[src/hdl/cfdc8_pkg.sv]
// Shared constants and types for the CRC-8 frame deframer.
package cfdc8_pkg;

  localparam int unsigned FRAME_LEN = 24;
  localparam int unsigned STORE_DEPTH = 20;
  localparam int unsigned ADDR_W = 5;

  localparam logic [4:0] STORE_BASE = 5'd3;
  localparam logic [4:0] CRC_LAST = 5'(FRAME_LEN - 1);
  localparam logic [4:0] LEN_FULL = 5'(FRAME_LEN);

  localparam logic [7:0] MAGIC_0 = 8'hA7;
  localparam logic [7:0] MAGIC_1 = 8'h50;
  localparam logic [7:0] CRC_POLY = 8'h07;

  // Status codes.
  localparam logic [2:0] ST_OK = 3'd0;
  localparam logic [2:0] ST_LENGTH = 3'd1;
  localparam logic [2:0] ST_MAGIC = 3'd2;
  localparam logic [2:0] ST_VERSION = 3'd3;
  localparam logic [2:0] ST_CRC = 3'd4;
  localparam logic [2:0] ST_KIND = 3'd5;
  localparam logic [2:0] ST_MODE = 3'd6;

  // Register indexes, taken from paddr[4:2].
  localparam logic [2:0] REG_VERSION = 3'd0;
  localparam logic [2:0] REG_KIND_MIN = 3'd1;
  localparam logic [2:0] REG_KIND_MAX = 3'd2;
  localparam logic [2:0] REG_MODE_MIN = 3'd3;
  localparam logic [2:0] REG_MODE_MAX = 3'd4;

  typedef struct packed {
    logic [2:0]         status;
    logic [7:0]         kind;
    logic [7:0]         mode;
    logic [7:0]         flag_bits;
    logic [31:0]        sequence_res;
    logic signed [15:0] stick_x;
    logic signed [15:0] stick_y;
    logic signed [15:0] yaw;
    logic signed [15:0] pitch;
    logic [15:0]        held_buttons;
    logic [15:0]        button_edges;
    logic [7:0]         agent_command;
  } result_t;

endpackage

[src/hdl/cfdc8_if.sv]
// Valid/ready channel interfaces for received bytes and decoded frames.
interface cfdc8_rx_if;
  logic       valid;
  logic       ready;
  logic [7:0] rx_byte;
  logic       frame_end;

  modport source (output valid, output rx_byte, output frame_end, input ready);
  modport sink (input valid, input rx_byte, input frame_end, output ready);
endinterface

interface cfdc8_res_if;
  logic               valid;
  logic               ready;
  logic [2:0]         status;
  logic [7:0]         kind;
  logic [7:0]         mode;
  logic [7:0]         flag_bits;
  logic [31:0]        sequence_res;
  logic signed [15:0] stick_x;
  logic signed [15:0] stick_y;
  logic signed [15:0] yaw;
  logic signed [15:0] pitch;
  logic [15:0]        held_buttons;
  logic [15:0]        button_edges;
  logic [7:0]         agent_command;

  modport source (output valid, output status, output kind, output mode, output flag_bits,
                  output sequence_res, output stick_x, output stick_y, output yaw,
                  output pitch, output held_buttons, output button_edges,
                  output agent_command, input ready);
  modport sink (input valid, input status, input kind, input mode, input flag_bits,
                input sequence_res, input stick_x, input stick_y, input yaw,
                input pitch, input held_buttons, input button_edges,
                input agent_command, output ready);
endinterface

[src/hdl/controller_frame_decoder_crc8_top.sv]
// Top level of the fixed-length controller frame deframer with CRC-8 check.
//
// Takes one received byte per clock and gives one decoded result at each byte marked
// frame_end. Every byte is processed in the cycle it is accepted: a byte-wide CRC-8
// (polynomial 0x07) and the field capture registers update at that edge, and the
// result of a closing byte goes to the output register, or to the skid register
// while the output register holds an untaken result. The sustained rate is one
// byte per cycle. A two-entry output buffer (output register plus skid register)
// keeps the byte input open while a finished result waits; input stalls only when
// both entries hold results. Frames must be 24 bytes (magic A7 50, version, 20
// payload bytes, CRC); any failed check gives a nonzero status with zeroed fields.
module controller_frame_decoder_crc8_top (
  input  logic                        clk,
  input  logic                        rst,
  cfdc8_rx_if.sink                    rx,
  cfdc8_res_if.source                 res,
  input  logic                        psel,
  input  logic                        penable,
  input  logic                        pwrite,
  input  logic [cfdc8_pkg::ADDR_W-1:0] paddr,
  input  logic [31:0]                 pwdata,
  output logic [31:0]                 prdata,
  output logic                        pready
);
  import cfdc8_pkg::*;

  function automatic logic [7:0] crc8_byte(input logic [7:0] crc, input logic [7:0] b);
    logic [7:0] c;
    c = crc ^ b;
    for (int i = 0; i < 8; i++) begin
      c = c[7] ? ((c << 1) ^ CRC_POLY) : (c << 1);
    end
    return c;
  endfunction

  // Configuration registers.
  logic [7:0] protocol_version, kind_min, kind_max, mode_min, mode_max;

  // Frame state.
  logic [4:0] byte_index;
  logic [7:0] running_crc;
  logic [2:0] first_fault;
  logic [7:0] payload_store [STORE_DEPTH];

  // Output buffer.
  logic    out_valid, skid_valid;
  result_t out_data, skid_data;

  logic       rx_acc, res_take, cfg_wr;
  logic       in_frame, len_bad, crc_bad;
  logic [2:0] byte_fault;
  logic [2:0] status_calc;
  logic [7:0] crc_calc;
  result_t    result_calc;

  assign pready = 1'b1;
  assign cfg_wr = psel && penable && pwrite && pready;

  always_ff @(posedge clk) begin
    if (rst) begin
      protocol_version <= 8'd1;
      kind_min <= 8'd0;
      kind_max <= 8'd2;
      mode_min <= 8'd0;
      mode_max <= 8'd3;
    end else if (cfg_wr) begin
      case (paddr[ADDR_W-1:2])
        REG_VERSION:  protocol_version <= pwdata[7:0];
        REG_KIND_MIN: kind_min <= pwdata[7:0];
        REG_KIND_MAX: kind_max <= pwdata[7:0];
        REG_MODE_MIN: mode_min <= pwdata[7:0];
        REG_MODE_MAX: mode_max <= pwdata[7:0];
        default: ;
      endcase
    end
  end

  always_comb begin
    case (paddr[ADDR_W-1:2])
      REG_VERSION:  prdata = {24'd0, protocol_version};
      REG_KIND_MIN: prdata = {24'd0, kind_min};
      REG_KIND_MAX: prdata = {24'd0, kind_max};
      REG_MODE_MIN: prdata = {24'd0, mode_min};
      REG_MODE_MAX: prdata = {24'd0, mode_max};
      default:      prdata = 32'd0;
    endcase
  end

  assign rx.ready = !skid_valid;
  assign rx_acc = rx.valid && rx.ready;
  assign res_take = out_valid && res.ready;

  always_comb begin
    in_frame = byte_index < LEN_FULL;
    crc_calc = crc8_byte(running_crc, rx.rx_byte);
    len_bad = byte_index != CRC_LAST;
    crc_bad = (byte_index == CRC_LAST) && (rx.rx_byte != running_crc);

    byte_fault = ST_OK;
    if ((byte_index == 5'd0 && rx.rx_byte != MAGIC_0) ||
        (byte_index == 5'd1 && rx.rx_byte != MAGIC_1)) begin
      byte_fault = ST_MAGIC;
    end else if (byte_index == 5'd2 && rx.rx_byte != protocol_version) begin
      byte_fault = ST_VERSION;
    end

    if (len_bad) begin
      status_calc = ST_LENGTH;
    end else if (first_fault != ST_OK) begin
      status_calc = first_fault;
    end else if (crc_bad) begin
      status_calc = ST_CRC;
    end else if (payload_store[0] < kind_min || payload_store[0] > kind_max) begin
      status_calc = ST_KIND;
    end else if (payload_store[1] < mode_min || payload_store[1] > mode_max) begin
      status_calc = ST_MODE;
    end else begin
      status_calc = ST_OK;
    end

    result_calc = '0;
    result_calc.status = status_calc;
    if (status_calc == ST_OK) begin
      result_calc.kind = payload_store[0];
      result_calc.mode = payload_store[1];
      result_calc.flag_bits = payload_store[2];
      result_calc.sequence_res = {payload_store[6], payload_store[5],
                                  payload_store[4], payload_store[3]};
      result_calc.stick_x = {payload_store[8], payload_store[7]};
      result_calc.stick_y = {payload_store[10], payload_store[9]};
      result_calc.yaw = {payload_store[12], payload_store[11]};
      result_calc.pitch = {payload_store[14], payload_store[13]};
      result_calc.held_buttons = {payload_store[16], payload_store[15]};
      result_calc.button_edges = {payload_store[18], payload_store[17]};
      result_calc.agent_command = payload_store[19];
    end
  end

  // Frame state advances on each accepted byte up to the frame length and clears at a frame end.
  always_ff @(posedge clk) begin
    if (rst) begin
      byte_index <= '0;
      running_crc <= '0;
      first_fault <= ST_OK;
    end else if (rx_acc) begin
      if (rx.frame_end) begin
        byte_index <= '0;
        running_crc <= '0;
        first_fault <= ST_OK;
      end else if (in_frame) begin
        byte_index <= byte_index + 5'd1;
        if (byte_index < CRC_LAST) begin
          running_crc <= crc_calc;
        end
        if (first_fault == ST_OK) begin
          first_fault <= byte_fault;
        end
      end
    end
  end

  always_ff @(posedge clk) begin
    if (rx_acc) begin
      for (int k = 0; k < STORE_DEPTH; k++) begin
        if (byte_index == 5'(k + STORE_BASE)) begin
          payload_store[k] <= rx.rx_byte;
        end
      end
    end
  end

  // A new result goes to the output register when it is free or being drained,
  // otherwise it parks in the skid register until the output register empties.
  always_ff @(posedge clk) begin
    if (rst) begin
      out_valid <= 1'b0;
      skid_valid <= 1'b0;
    end else if (skid_valid) begin
      if (res_take) begin
        skid_valid <= 1'b0;
      end
    end else if (rx_acc && rx.frame_end) begin
      if (!out_valid || res_take) begin
        out_valid <= 1'b1;
      end else begin
        skid_valid <= 1'b1;
      end
    end else if (res_take) begin
      out_valid <= 1'b0;
    end
  end

  always_ff @(posedge clk) begin
    if (skid_valid) begin
      if (res_take) begin
        out_data <= skid_data;
      end
    end else if (rx_acc && rx.frame_end) begin
      if (!out_valid || res_take) begin
        out_data <= result_calc;
      end else begin
        skid_data <= result_calc;
      end
    end
  end

  assign res.valid = out_valid;
  assign res.status = out_data.status;
  assign res.kind = out_data.kind;
  assign res.mode = out_data.mode;
  assign res.flag_bits = out_data.flag_bits;
  assign res.sequence_res = out_data.sequence_res;
  assign res.stick_x = out_data.stick_x;
  assign res.stick_y = out_data.stick_y;
  assign res.yaw = out_data.yaw;
  assign res.pitch = out_data.pitch;
  assign res.held_buttons = out_data.held_buttons;
  assign res.button_edges = out_data.button_edges;
  assign res.agent_command = out_data.agent_command;

endmodule

[src/flat_wrapper.sv]
// flat-port wrapper written by rule: the top's interface ports become plain ports
module controller_frame_decoder_crc8_top_flat import cfdc8_pkg::*;
  (clk, rst, psel, penable, pwrite, paddr, pwdata, prdata, pready, rx_valid, rx_rx_byte, rx_frame_end, rx_ready, res_valid, res_status, res_kind, res_mode, res_flag_bits, res_sequence_res, res_stick_x, res_stick_y, res_yaw, res_pitch, res_held_buttons, res_button_edges, res_agent_command, res_ready);
  cfdc8_rx_if rx_i ();
  cfdc8_res_if res_i ();
  input  logic clk;
  input  logic rst;
  input  logic psel;
  input  logic penable;
  input  logic pwrite;
  input  logic [cfdc8_pkg::ADDR_W-1:0] paddr;
  input  logic [31:0] pwdata;
  output logic [31:0] prdata;
  output logic pready;
  input wire logic [$bits(rx_i.valid)-1:0] rx_valid;
  input wire logic [$bits(rx_i.rx_byte)-1:0] rx_rx_byte;
  input wire logic [$bits(rx_i.frame_end)-1:0] rx_frame_end;
  output wire logic [$bits(rx_i.ready)-1:0] rx_ready;
  output wire logic [$bits(res_i.valid)-1:0] res_valid;
  output wire logic [$bits(res_i.status)-1:0] res_status;
  output wire logic [$bits(res_i.kind)-1:0] res_kind;
  output wire logic [$bits(res_i.mode)-1:0] res_mode;
  output wire logic [$bits(res_i.flag_bits)-1:0] res_flag_bits;
  output wire logic [$bits(res_i.sequence_res)-1:0] res_sequence_res;
  output wire logic [$bits(res_i.stick_x)-1:0] res_stick_x;
  output wire logic [$bits(res_i.stick_y)-1:0] res_stick_y;
  output wire logic [$bits(res_i.yaw)-1:0] res_yaw;
  output wire logic [$bits(res_i.pitch)-1:0] res_pitch;
  output wire logic [$bits(res_i.held_buttons)-1:0] res_held_buttons;
  output wire logic [$bits(res_i.button_edges)-1:0] res_button_edges;
  output wire logic [$bits(res_i.agent_command)-1:0] res_agent_command;
  input wire logic [$bits(res_i.ready)-1:0] res_ready;
  assign rx_i.valid = rx_valid;
  assign rx_i.rx_byte = rx_rx_byte;
  assign rx_i.frame_end = rx_frame_end;
  assign rx_ready = rx_i.ready;
  assign res_valid = res_i.valid;
  assign res_status = res_i.status;
  assign res_kind = res_i.kind;
  assign res_mode = res_i.mode;
  assign res_flag_bits = res_i.flag_bits;
  assign res_sequence_res = res_i.sequence_res;
  assign res_stick_x = res_i.stick_x;
  assign res_stick_y = res_i.stick_y;
  assign res_yaw = res_i.yaw;
  assign res_pitch = res_i.pitch;
  assign res_held_buttons = res_i.held_buttons;
  assign res_button_edges = res_i.button_edges;
  assign res_agent_command = res_i.agent_command;
  assign res_i.ready = res_ready;
  controller_frame_decoder_crc8_top u_core (.clk(clk), .rst(rst), .rx(rx_i), .res(res_i), .psel(psel), .penable(penable), .pwrite(pwrite), .paddr(paddr), .pwdata(pwdata), .prdata(prdata), .pready(pready));
endmodule
[config.mk]
export PLATFORM = sky130hd
export DESIGN_NAME = controller_frame_decoder_crc8_top_flat
export DESIGN_NICKNAME = d
export VERILOG_FILES = /design/src/hdl/cfdc8_pkg.sv /design/src/hdl/cfdc8_if.sv /design/src/hdl/controller_frame_decoder_crc8_top.sv /design/src/flat_wrapper.sv
export SDC_FILE = /design/constraint.sdc
export NUM_CORES = 1
export LEC_CHECK = 0
export BUFFER_PORTS_ARGS = -buffer_cell sky130_fd_sc_hd__buf_4
export CAP_MARGIN = 10
export CELL_PAD_IN_SITES_DETAIL_PLACEMENT = 0
export CELL_PAD_IN_SITES_GLOBAL_PLACEMENT = 1
export CORE_ASPECT_RATIO = 0.5
export CORE_MARGIN = 10
export CORE_UTILIZATION = 40
export CTS_CLUSTER_DIAMETER = 40
export DETAILED_ROUTE_END_ITERATION = 8
export GPL_TIMING_DRIVEN = 0
export MAX_ROUTING_LAYER = met4
export PLACE_DENSITY = 0.8
export SETUP_SLACK_MARGIN = 0.5
export SLEW_MARGIN = 20
export SYNTH_ARGS = -nofsm -noshare
export SYNTH_HDL_FRONTEND = slang
export SYNTH_SLANG_ARGS = --single-unit
[constraint.sdc]
create_clock -name clk -period 13.41 [get_ports clk]
set_clock_uncertainty 0.05 [all_clocks]
set_input_delay 0 -clock clk [delete_from_list [all_inputs] [get_ports clk]]
set_output_delay 0 -clock clk [all_outputs]
set_load 0.005 [all_outputs]
==> metrics.md, run 1 <==
| Metric | Value |
|---|---|
| RSZ-0062 raised after global routing | `no` |
| Synth warn | `0` |
| Fill count | `5271` |
| Final Routed Wirelength | `63640 um` |
| Starting DRC count in detailed routing | `1414` |
| Least-Margin Pin Slew | `0.8785 ns` |
| Most used flip-flop cell after synthesis | `sky130_fd_sc_hd__edfxtp_1` |
| Number of synthesized flops with an enable pin | `486` |
| Routed vias | `15847` |
| Pwr Density | `122.2 nW/um^2` |
| Std cell rows | `63` |
| Drt pass-1 iters | `5` |
| Area of the core | `59280 sq um` |
| Logic depth of the worst register-to-register path | `6` |
| Final critical-path share of the clock period | `0.3017` |
| Hold wc startpoint | `pwdata[3]` |
| Floorplan die area | `70680 sq um` |
| Sequential standard cell area | `15740 sq um` |
| All-Layer GR Usage | `0.1787` |
| Die Y-Extent | `193.1 um` |
| Post-CTS sizing | `0` |
| P&R area growth vs syn | `20.06%` |
| Synth unique cells | `59` |
| Post-layout net count | `2335` |
| Total of buffers placed on input and output ports | `198` |
| Combined buffer and inverter count along the critical path | `1` |
| Shortest clock period the worst path allows after layout | `4.046 ns` |
| Outcome | `finished, final reports clean` |
| Worst vdd rail ir drop | `0.09028 mV` |
| Number of buffers added to fix hold violations after cts | `24` |
| Path type of the worst setup path | `reg2reg` |
| Number of antenna violations at the first check in global routing | `1` |
| Final Wtd Congestion | `0.8291` |
| Arr. time, crit path | `4.29 ns` |
| Final cell count without fillers | `3095` |
| Total Power | `3.516 mW` |
| Post-CTS clock slew at the launch and capture registers of the worst setup and hold paths | `0.06 ns` |
| H-tree depth | `2` |
| Static leakage power | `10.07 nW` |
| Register-to-Register Setup Slack | `9.36 ns` |
| Crit path launch | `u_core.byte_index[0]$_SDFFE_PP0P_` |
| Share of final-layout standard cells stronger than drive strength 1 | `0.2188` |
| Cell count after synthesis | `1917` |
| Number of register bits inferred by synthesis | `543` |
| TritonCTS clock tree | `yes` |
| Required time at the endpoint of the critical path | `13.66 ns` |
| Worst path slowest cell | `sky130_fd_sc_hd__nor3_4` |
| Max Slew Vio Count | `0` |
| Aggregate negative setup slack | `0 ns` |
| Number of buffers inserted by post-CTS setup repair | `0` |
| Via count of the first global-routing pass | `15923` |
| Critical Path Sink Type | `flip-flop` |
| Cell chain of the critical path | `ha_1, nand4b_2, nor3_4, nand4_2, clkbuf_1, o31ai_1` |
| Count of final setup violators | `0` |
| Die extent in x | `366.1 um` |
| Fin Hold WS | `0.1881 ns` |
| Area used by multi-input combinational logic | `6733 sq um` |
| Largest buffer count on any clock path | `3` |
| Crit-path leading delay family | `simple AND/OR/NAND/NOR gates` |
| Critical path startpoint category | `flip-flop` |
| Hold crit path type | `in2reg` |
| IO Pins | `251` |
| Worst setup path end | `u_core.res.agent_command[2]$_DFFE_PP_` |
| Worst r2r src | `u_core.byte_index[0]$_SDFFE_PP0P_` |
| Root buf cell | `sky130_fd_sc_hd__clkbuf_16` |
| Max Cap Viol | `0` |
| Wirelength per Cell | `20.56 um` |
| Sequential share of the synthesized area | `0.6567` |
| Worst slew margin relative to its limit | `0.4143` |
| Number of hold-slack violations in the final timing report | `0` |
| Number of vias per cell | `5.120` |
| Worst-path fanout max | `10` |
| Mapped Area | `23960 sq um` |
| Synthesized area per cell | `12.50 sq um` |
| Achievable clock frequency | `247.2 MHz` |
| Global-route wire length before repair | `95870 um` |
| Starting Density | `0.4042` |
| Number of remaining DRC errors | `0` |
| Clock sinks | `543` |
| Post-DP HPWL | `42360 um` |
| Placed cells | `2976` |
| Overflow left after global routing | `0` |
| Worst stage delay on the critical path | `0.74 ns` |
| Pin count of the biggest net entering global routing | `26` |
| Latest clock arrival within the worst-skew pair | `0.60 ns` |
| Instance count on the critical path | `6` |
| Reg2Reg Capture Point | `u_core.res.agent_command[2]$_DFFE_PP_` |
| Antenna-violating nets left | `0` |
| Ys async rst share | `0` |
| CTS buffer count | `54` |
-- logic make-up (layout without fill, tap and decap cells) --
| family | count (synthesis) | after routing | share of synthesized area |
|---|---|---|---|
| and+or+nand+nor | 655 | 655 | 0.1266 |
| DFF | 543 | 543 | 0.6567 |
| other | 2 | 27 | 0.0003134 |
| AOI/OAI and AO/OA | 246 | 246 | 0.1008 |
| muxes | 39 | 39 | 0.01687 |
| xor gates and xnor gates | 31 | 31 | 0.01212 |
| adders and majority gates | 38 | 38 | 0.01984 |
| buffers and inverters | 363 | 704 | 0.06674 |
-- worst min-delay path: stages --
cell and delay [ns]:
sky130_fd_sc_hd__dlygate4sd3_1 0.53, sky130_fd_sc_hd__buf_4 0.13, sky130_fd_sc_hd__mux2i_1 0.06, sky130_fd_sc_hd__nor2_1 0.07
-- report_power, final --
part	internal, mW	leakage, nW	total [mW]	switching, mW
Sequential	1.87	4.65	1.89	0.0154
Clock	0.789	0.776	1.43	0.638
Combinational	0.0839	4.64	0.204	0.120
-- per-stage QoR --
| stage | utilization | instance area (sq um) | setup slack, ns |
|---|---|---|---|
| after floorplan | - | 24050 | 3.837 |
| after global placement | 0.4479 | 26550 | -0.1123 |
| after detailed placement | 0.4538 | 26900 | 9.576 |
| after CTS | 0.4851 | 28760 | 9.564 |
| after global routing | 0.4852 | 28760 | 9.368 |
| final | 0.4853 | 28770 | 9.364 |
-- cells in the final DEF, fill, tap and decap left out, types with 20 or more instances in the layout --
| cell type | n |
|---|---|
| sky130_fd_sc_hd__edfxtp_1 | 486 |
| sky130_fd_sc_hd__nand2_1 | 258 |
| sky130_fd_sc_hd__buf_4 | 224 |
| sky130_fd_sc_hd__inv_1 | 198 |
| sky130_fd_sc_hd__nor3_1 | 166 |
| sky130_fd_sc_hd__o31ai_2 | 128 |
| sky130_fd_sc_hd__clkbuf_1 | 108 |
| sky130_fd_sc_hd__nand3_1 | 103 |
| sky130_fd_sc_hd__dfxtp_1 | 57 |
| sky130_fd_sc_hd__nor2_1 | 56 |
| sky130_fd_sc_hd__clkbuf_16 | 55 |
| sky130_fd_sc_hd__ha_1 | 38 |
| sky130_fd_sc_hd__mux2i_1 | 37 |
| sky130_fd_sc_hd__o31ai_1 | 33 |
| sky130_fd_sc_hd__buf_6 | 33 |
| sky130_fd_sc_hd__conb_1 | 25 |
| sky130_fd_sc_hd__dlygate4sd3_1 | 24 |
| sky130_fd_sc_hd__buf_2 | 21 |
| sky130_fd_sc_hd__and2_1 | 20 |
-- registers in the layout, indices dropped and copies added, names as in the netlist, 16 cells and up --
name / flops
u_core.res.stick_x: 16
u_core.res.yaw: 16
u_core.res.button_edges: 16
u_core.res.sequence_res: 32
u_core.payload_store: 160
u_core.res.held_buttons: 16
u_core.res.pitch: 16
u_core.skid_data: 163
u_core.res.stick_y: 16
-- worst min-delay path by stage --
stage,end,slack [ns],cells past startpoint
after floorplan,u_core.payload_store[0][0]$_DFFE_PP_,0.05,0
after CTS,u_core.mode_max[4]$_SDFFE_PP0P_,0.16,4
after detailed placement,u_core.protocol_version[0]$_SDFFE_PP1P_,0.20,2
final,u_core.mode_max[3]$_SDFFE_PP0P_,0.19,4
after global placement,u_core.skid_valid$_SDFF_PP0_,0.19,2
after global routing,u_core.kind_max[1]$_SDFFE_PP1P_,0.20,4
-- cell type report --
type | count | area share
clock buffer | 69 | 0.04967
timing repair buffer | 248 | 0.07168
clock inverter | 24 | 0.006481
inverter | 199 | 0.02597
tap | 812 | 0.03532
multi-input combinational | 1034 | 0.2341
antenna | 2 | 0.0001740
buffer | 164 | 0.02962
sequential | 543 | 0.5470
-- metal layers --
layer  global-route usage  vias up  routed length (um)
met5                    -        -                   0
met4              0.04283        0                1246
met3              0.02793       94                3336
met2               0.3116      421               32330
li1                     -     7476                   -
met1               0.2189     7856               26720
-- cells in the mapped netlist (17+ instances only) --
cell | number | area share
sky130_fd_sc_hd__buf_4 | 26 | 0.0081
sky130_fd_sc_hd__dfxtp_1 | 57 | 0.048
sky130_fd_sc_hd__inv_1 | 198 | 0.031
sky130_fd_sc_hd__o31ai_1 | 33 | 0.010
sky130_fd_sc_hd__a22oi_1 | 18 | 0.0056
sky130_fd_sc_hd__buf_2 | 21 | 0.0044
sky130_fd_sc_hd__edfxtp_1 | 486 | 0.61
sky130_fd_sc_hd__nand2_1 | 258 | 0.040
sky130_fd_sc_hd__mux2i_1 | 37 | 0.015
sky130_fd_sc_hd__o31ai_2 | 128 | 0.067
sky130_fd_sc_hd__and2_1 | 20 | 0.0052
sky130_fd_sc_hd__ha_1 | 38 | 0.020
sky130_fd_sc_hd__clkbuf_1 | 94 | 0.015
sky130_fd_sc_hd__nor2_1 | 56 | 0.0088
sky130_fd_sc_hd__nand3_1 | 103 | 0.022
sky130_fd_sc_hd__xnor2_1 | 17 | 0.0062
sky130_fd_sc_hd__nor3_1 | 167 | 0.035
Note: power is estimated with default switching activity, not from simulation.
==> inputs of run 2 (changes only) <==
==> constraint.sdc (replaced) <==
create_clock -name clk -period 3.44 [get_ports clk]
set_clock_uncertainty 0.05 [all_clocks]
set_input_delay 0 -clock clk [delete_from_list [all_inputs] [get_ports clk]]
set_output_delay 0 -clock clk [all_outputs]
set_load 0.005 [all_outputs]
==> run 2 against run 1 <==
- register-to-register slack got worse by 8.8 ns
- die area did not move
- flip-flop and latch count unchanged
- cell count grew 0.42%
- sequential share of layout area shrank 1.9 points
- critical path type unchanged
- largest cell class unchanged
==> metrics.md, run 2 (same netlist as run 1, synthesis figures left out) <==
| Metric | Value |
|---|---|
| Fin Hold WS | `0.1802 ns (-0.007964 ns)` |
| Final cell count without fillers | `3108 (+0.42%)` |
| Share of final-layout standard cells stronger than drive strength 1 | `0.2583 (+0.03951)` |
| Worst r2r src | `u_core.payload_store[1][7]$_DFFE_PP_` |
| Critical path startpoint category | `flip-flop` |
| Max Cap Viol | `0 (unchanged)` |
| Pwr Density | `470.6 nW/um^2 (+280%)` |
| Flip-flop count of the largest register after layout | `163 (unchanged)` |
| RSZ-0062 raised after global routing | `yes` |
| Power dissipated by switching net loads | `3.080 mW (+300%)` |
| Max Slew Vio Count | `0 (unchanged)` |
| All-Layer GR Usage | `0.1806 (+0.001852)` |
| Final critical-path share of the clock period | `0.8363 (+0.5346)` |
| IO Pins | `251 (unchanged)` |
| Largest buffer count on any clock path | `3 (unchanged)` |
| Root buf cell | `sky130_fd_sc_hd__clkbuf_16` |
| Number of remaining DRC errors | `0 (unchanged)` |
| Logic depth of the worst register-to-register path | `8 (+2)` |
| Pin count of the biggest net entering global routing | `26 (unchanged)` |
| Overflow left after global routing | `0 (unchanged)` |
| Post-CTS clock slew at the launch and capture registers of the worst setup and hold paths | `0.06 ns (about the same)` |
| Wirelength per Cell | `20.78 um (+1.0%)` |
| Place WS | `-0.2695 ns (-9.845 ns)` |
| Hold crit path type | `in2reg` |
| Inserted Diodes | `0 (-2)` |
| Worst vdd rail ir drop | `0.3866 mV (+330%)` |
| Achievable clock frequency | `347.6 MHz (+41%)` |
| Antenna-violating nets left | `0 (unchanged)` |
| Leading cell type in the layout, fill and taps excluded | `sky130_fd_sc_hd__edfxtp_1` |
| Placed cells | `2976 (unchanged)` |
| Share of total power in sequential cells | `0.524 (-0.012)` |
| Post-route cell area | `29810 sq um (+3.6%)` |
| Fill count | `5111 (-3.0%)` |
| Std cell rows | `63 (unchanged)` |
| Path type of the worst setup path | `reg2reg` |
| Final Wtd Congestion | `0.8485 (+2.3%)` |
| Outcome | `finished, final reports clean` |
| Switch share | `0.2195 (-0.0003849)` |
| Design internal power | `10.95 mW (+300%)` |
| Register-to-Register Setup Slack | `0.56 ns (-8.80 ns)` |
| Final Routed Wirelength | `64580 um (+1.5%)` |
| Starting DRC count in detailed routing | `1393 (-1.5%)` |
| Starting Density | `0.4042 (unchanged)` |
| Die extent in x | `366.1 um (unchanged)` |
| H-tree depth | `2 (unchanged)` |
| Combined buffer and inverter count along the critical path | `2 (+1)` |
| Critical Path Sink Type | `flip-flop` |
| Final Worst Setup Slack | `0.5630 ns (-8.801 ns)` |
| Routed vias | `15915 (+0.43%)` |
| Part of the power in the clock network | `0.417 (+0.011)` |
| Least-Margin Pin Slew | `0.8674 ns (-0.01107 ns)` |
| Number of vias per cell | `5.121 (about the same)` |
| Die Y-Extent | `193.1 um (unchanged)` |
| P&R area growth vs syn | `24.42%` |
| Drt pass-1 iters | `5 (unchanged)` |
| Worst stage delay on the critical path | `0.48 ns (-0.26 ns)` |
| Required time at the endpoint of the critical path | `3.78 ns (-9.88 ns)` |
| Number of hold-slack violations in the final timing report | `0 (unchanged)` |
| Static leakage power | `10.45 nW (+3.8%)` |
| Worst path slowest cell | `sky130_fd_sc_hd__edfxtp_1` |
| Floorplan die area | `70680 sq um (unchanged)` |
| WHS Endpoint | `u_core.mode_min[5]$_SDFFE_PP0P_` |
| Hold wc startpoint | `pwdata[5]` |
| Reg2Reg Capture Point | `u_core.res.sequence_res[28]$_DFFE_PP_` |
| Register with the most flip-flops | `u_core.skid_data` |
| Total Power | `14.03 mW (+300%)` |
| Final core area utilization | `0.5029 (+0.01763)` |
| Aggregate negative setup slack | `0 ns (unchanged)` |
| Area of the core | `59280 sq um (unchanged)` |
| Cell chain of the critical path | `ha_1, nand2_1, or3_1, o221ai_4, nand3_4, buf_6, buf_4, o31ai_2` |
| Crit-path leading delay family | `simple AND/OR/NAND/NOR gates` |
| Total of buffers placed on input and output ports | `198 (unchanged)` |
| Combinational cell fraction of total power | `0.059 (about the same)` |
| Latest clock arrival within the worst-skew pair | `0.60 ns (about the same)` |
| Number of antenna violations at the first check in global routing | `2 (+1)` |
| Post-layout net count | `2348 (+0.56%)` |
| Shortest clock period the worst path allows after layout | `2.877 ns (-1.169 ns)` |
| Post-DP HPWL | `42390 um (about the same)` |
| Clock sinks | `543 (unchanged)` |
| Global-route wire length before repair | `96010 um (+0.15%)` |
| Worst slew margin relative to its limit | `0.4217 (+0.007377)` |
| TritonCTS clock tree | `yes` |
| Arr. time, crit path | `3.22 ns (-1.07 ns)` |
| Min-Delay Path Depth | `4 (unchanged)` |
| Post-Place Cell Area | `26900 sq um (about the same)` |
| Worst-path fanout max | `10 (unchanged)` |
| Via count of the first global-routing pass | `15879 (-0.28%)` |
| Most frequent cells in the layout | `sky130_fd_sc_hd__edfxtp_1 (486), sky130_fd_sc_hd__nand2_1 (257), sky130_fd_sc_hd__buf_4 (244)` |
| Count of final setup violators | `0 (unchanged)` |
| CTS buffer count | `54 (unchanged)` |
-- run 2: worst min-delay path: stages --
cell and delay (ns):
sky130_fd_sc_hd__dlygate4sd3_1 0.52, sky130_fd_sc_hd__buf_4 0.13, sky130_fd_sc_hd__mux2i_1 0.06, sky130_fd_sc_hd__nor2_1 0.07
-- run 2: timing repair --
action	CTS	global route
buffers inserted	9	2
endpoints found under the hold margin	236	0
pin swaps	5	15
hold buffers	25	0
endpoints found under the setup margin	322	293
cloned	0	1
resized for setup	91	81
-- run 2: power groups by stage --
stage	logic, mW	registers (mW)	clock network, mW
final	0.827	7.35	5.85
after global routing	0.893	7.36	6.21
after CTS	0.822	7.35	5.95
after detailed placement	0.779	7.49	0
after global placement	0.738	7.52	0
after floorplan	0.370	7.51	0
-- run 2: worst max-delay path by stage --
stage	startpoint	end	slack, ns	cells past startpoint
finish	u_core.payload_store[1][7]$_DFFE_PP_	u_core.res.sequence_res[28]$_DFFE_PP_	0.56	8
global route	u_core.payload_store[1][7]$_DFFE_PP_	u_core.skid_data[62]$_DFFE_PP_	0.48	8
CTS	u_core.payload_store[1][2]$_DFFE_PP_	u_core.skid_data[155]$_DFFE_PP_	0.50	8
detailed placement	u_core.byte_index[0]$_SDFFE_PP0P_	u_core.res.agent_command[2]$_DFFE_PP_	-0.27	6
global placement	u_core.skid_valid$_SDFF_PP0_	u_core.res.stick_y[2]$_DFFE_PP_	-4.62	3
floorplan	u_core.skid_valid$_SDFF_PP0_	u_core.res.agent_command[0]$_DFFE_PP_	-2.39	4
-- run 2: per-layer routing --
layer | routed length (um) | GRT usage
met5 | 0 | -
met4 | 1426 | 0.04995
met3 | 3773 | 0.02514
met2 | 33040 | 0.3133
met1 | 26340 | 0.2219
-- run 2: cell type report --
class                   instances  area, sq um  area share
clock inverters                33        339.1     0.01137
well taps                     812         1016     0.03408
inverters                     199        747.0     0.02506
repair buffers                261         2173     0.07291
plain buffers                 164         1013     0.03400
flip-flops and latches        543        15740      0.5279
clock buffers                  62         1403     0.04705
multi-input cells            1034         7382      0.2476
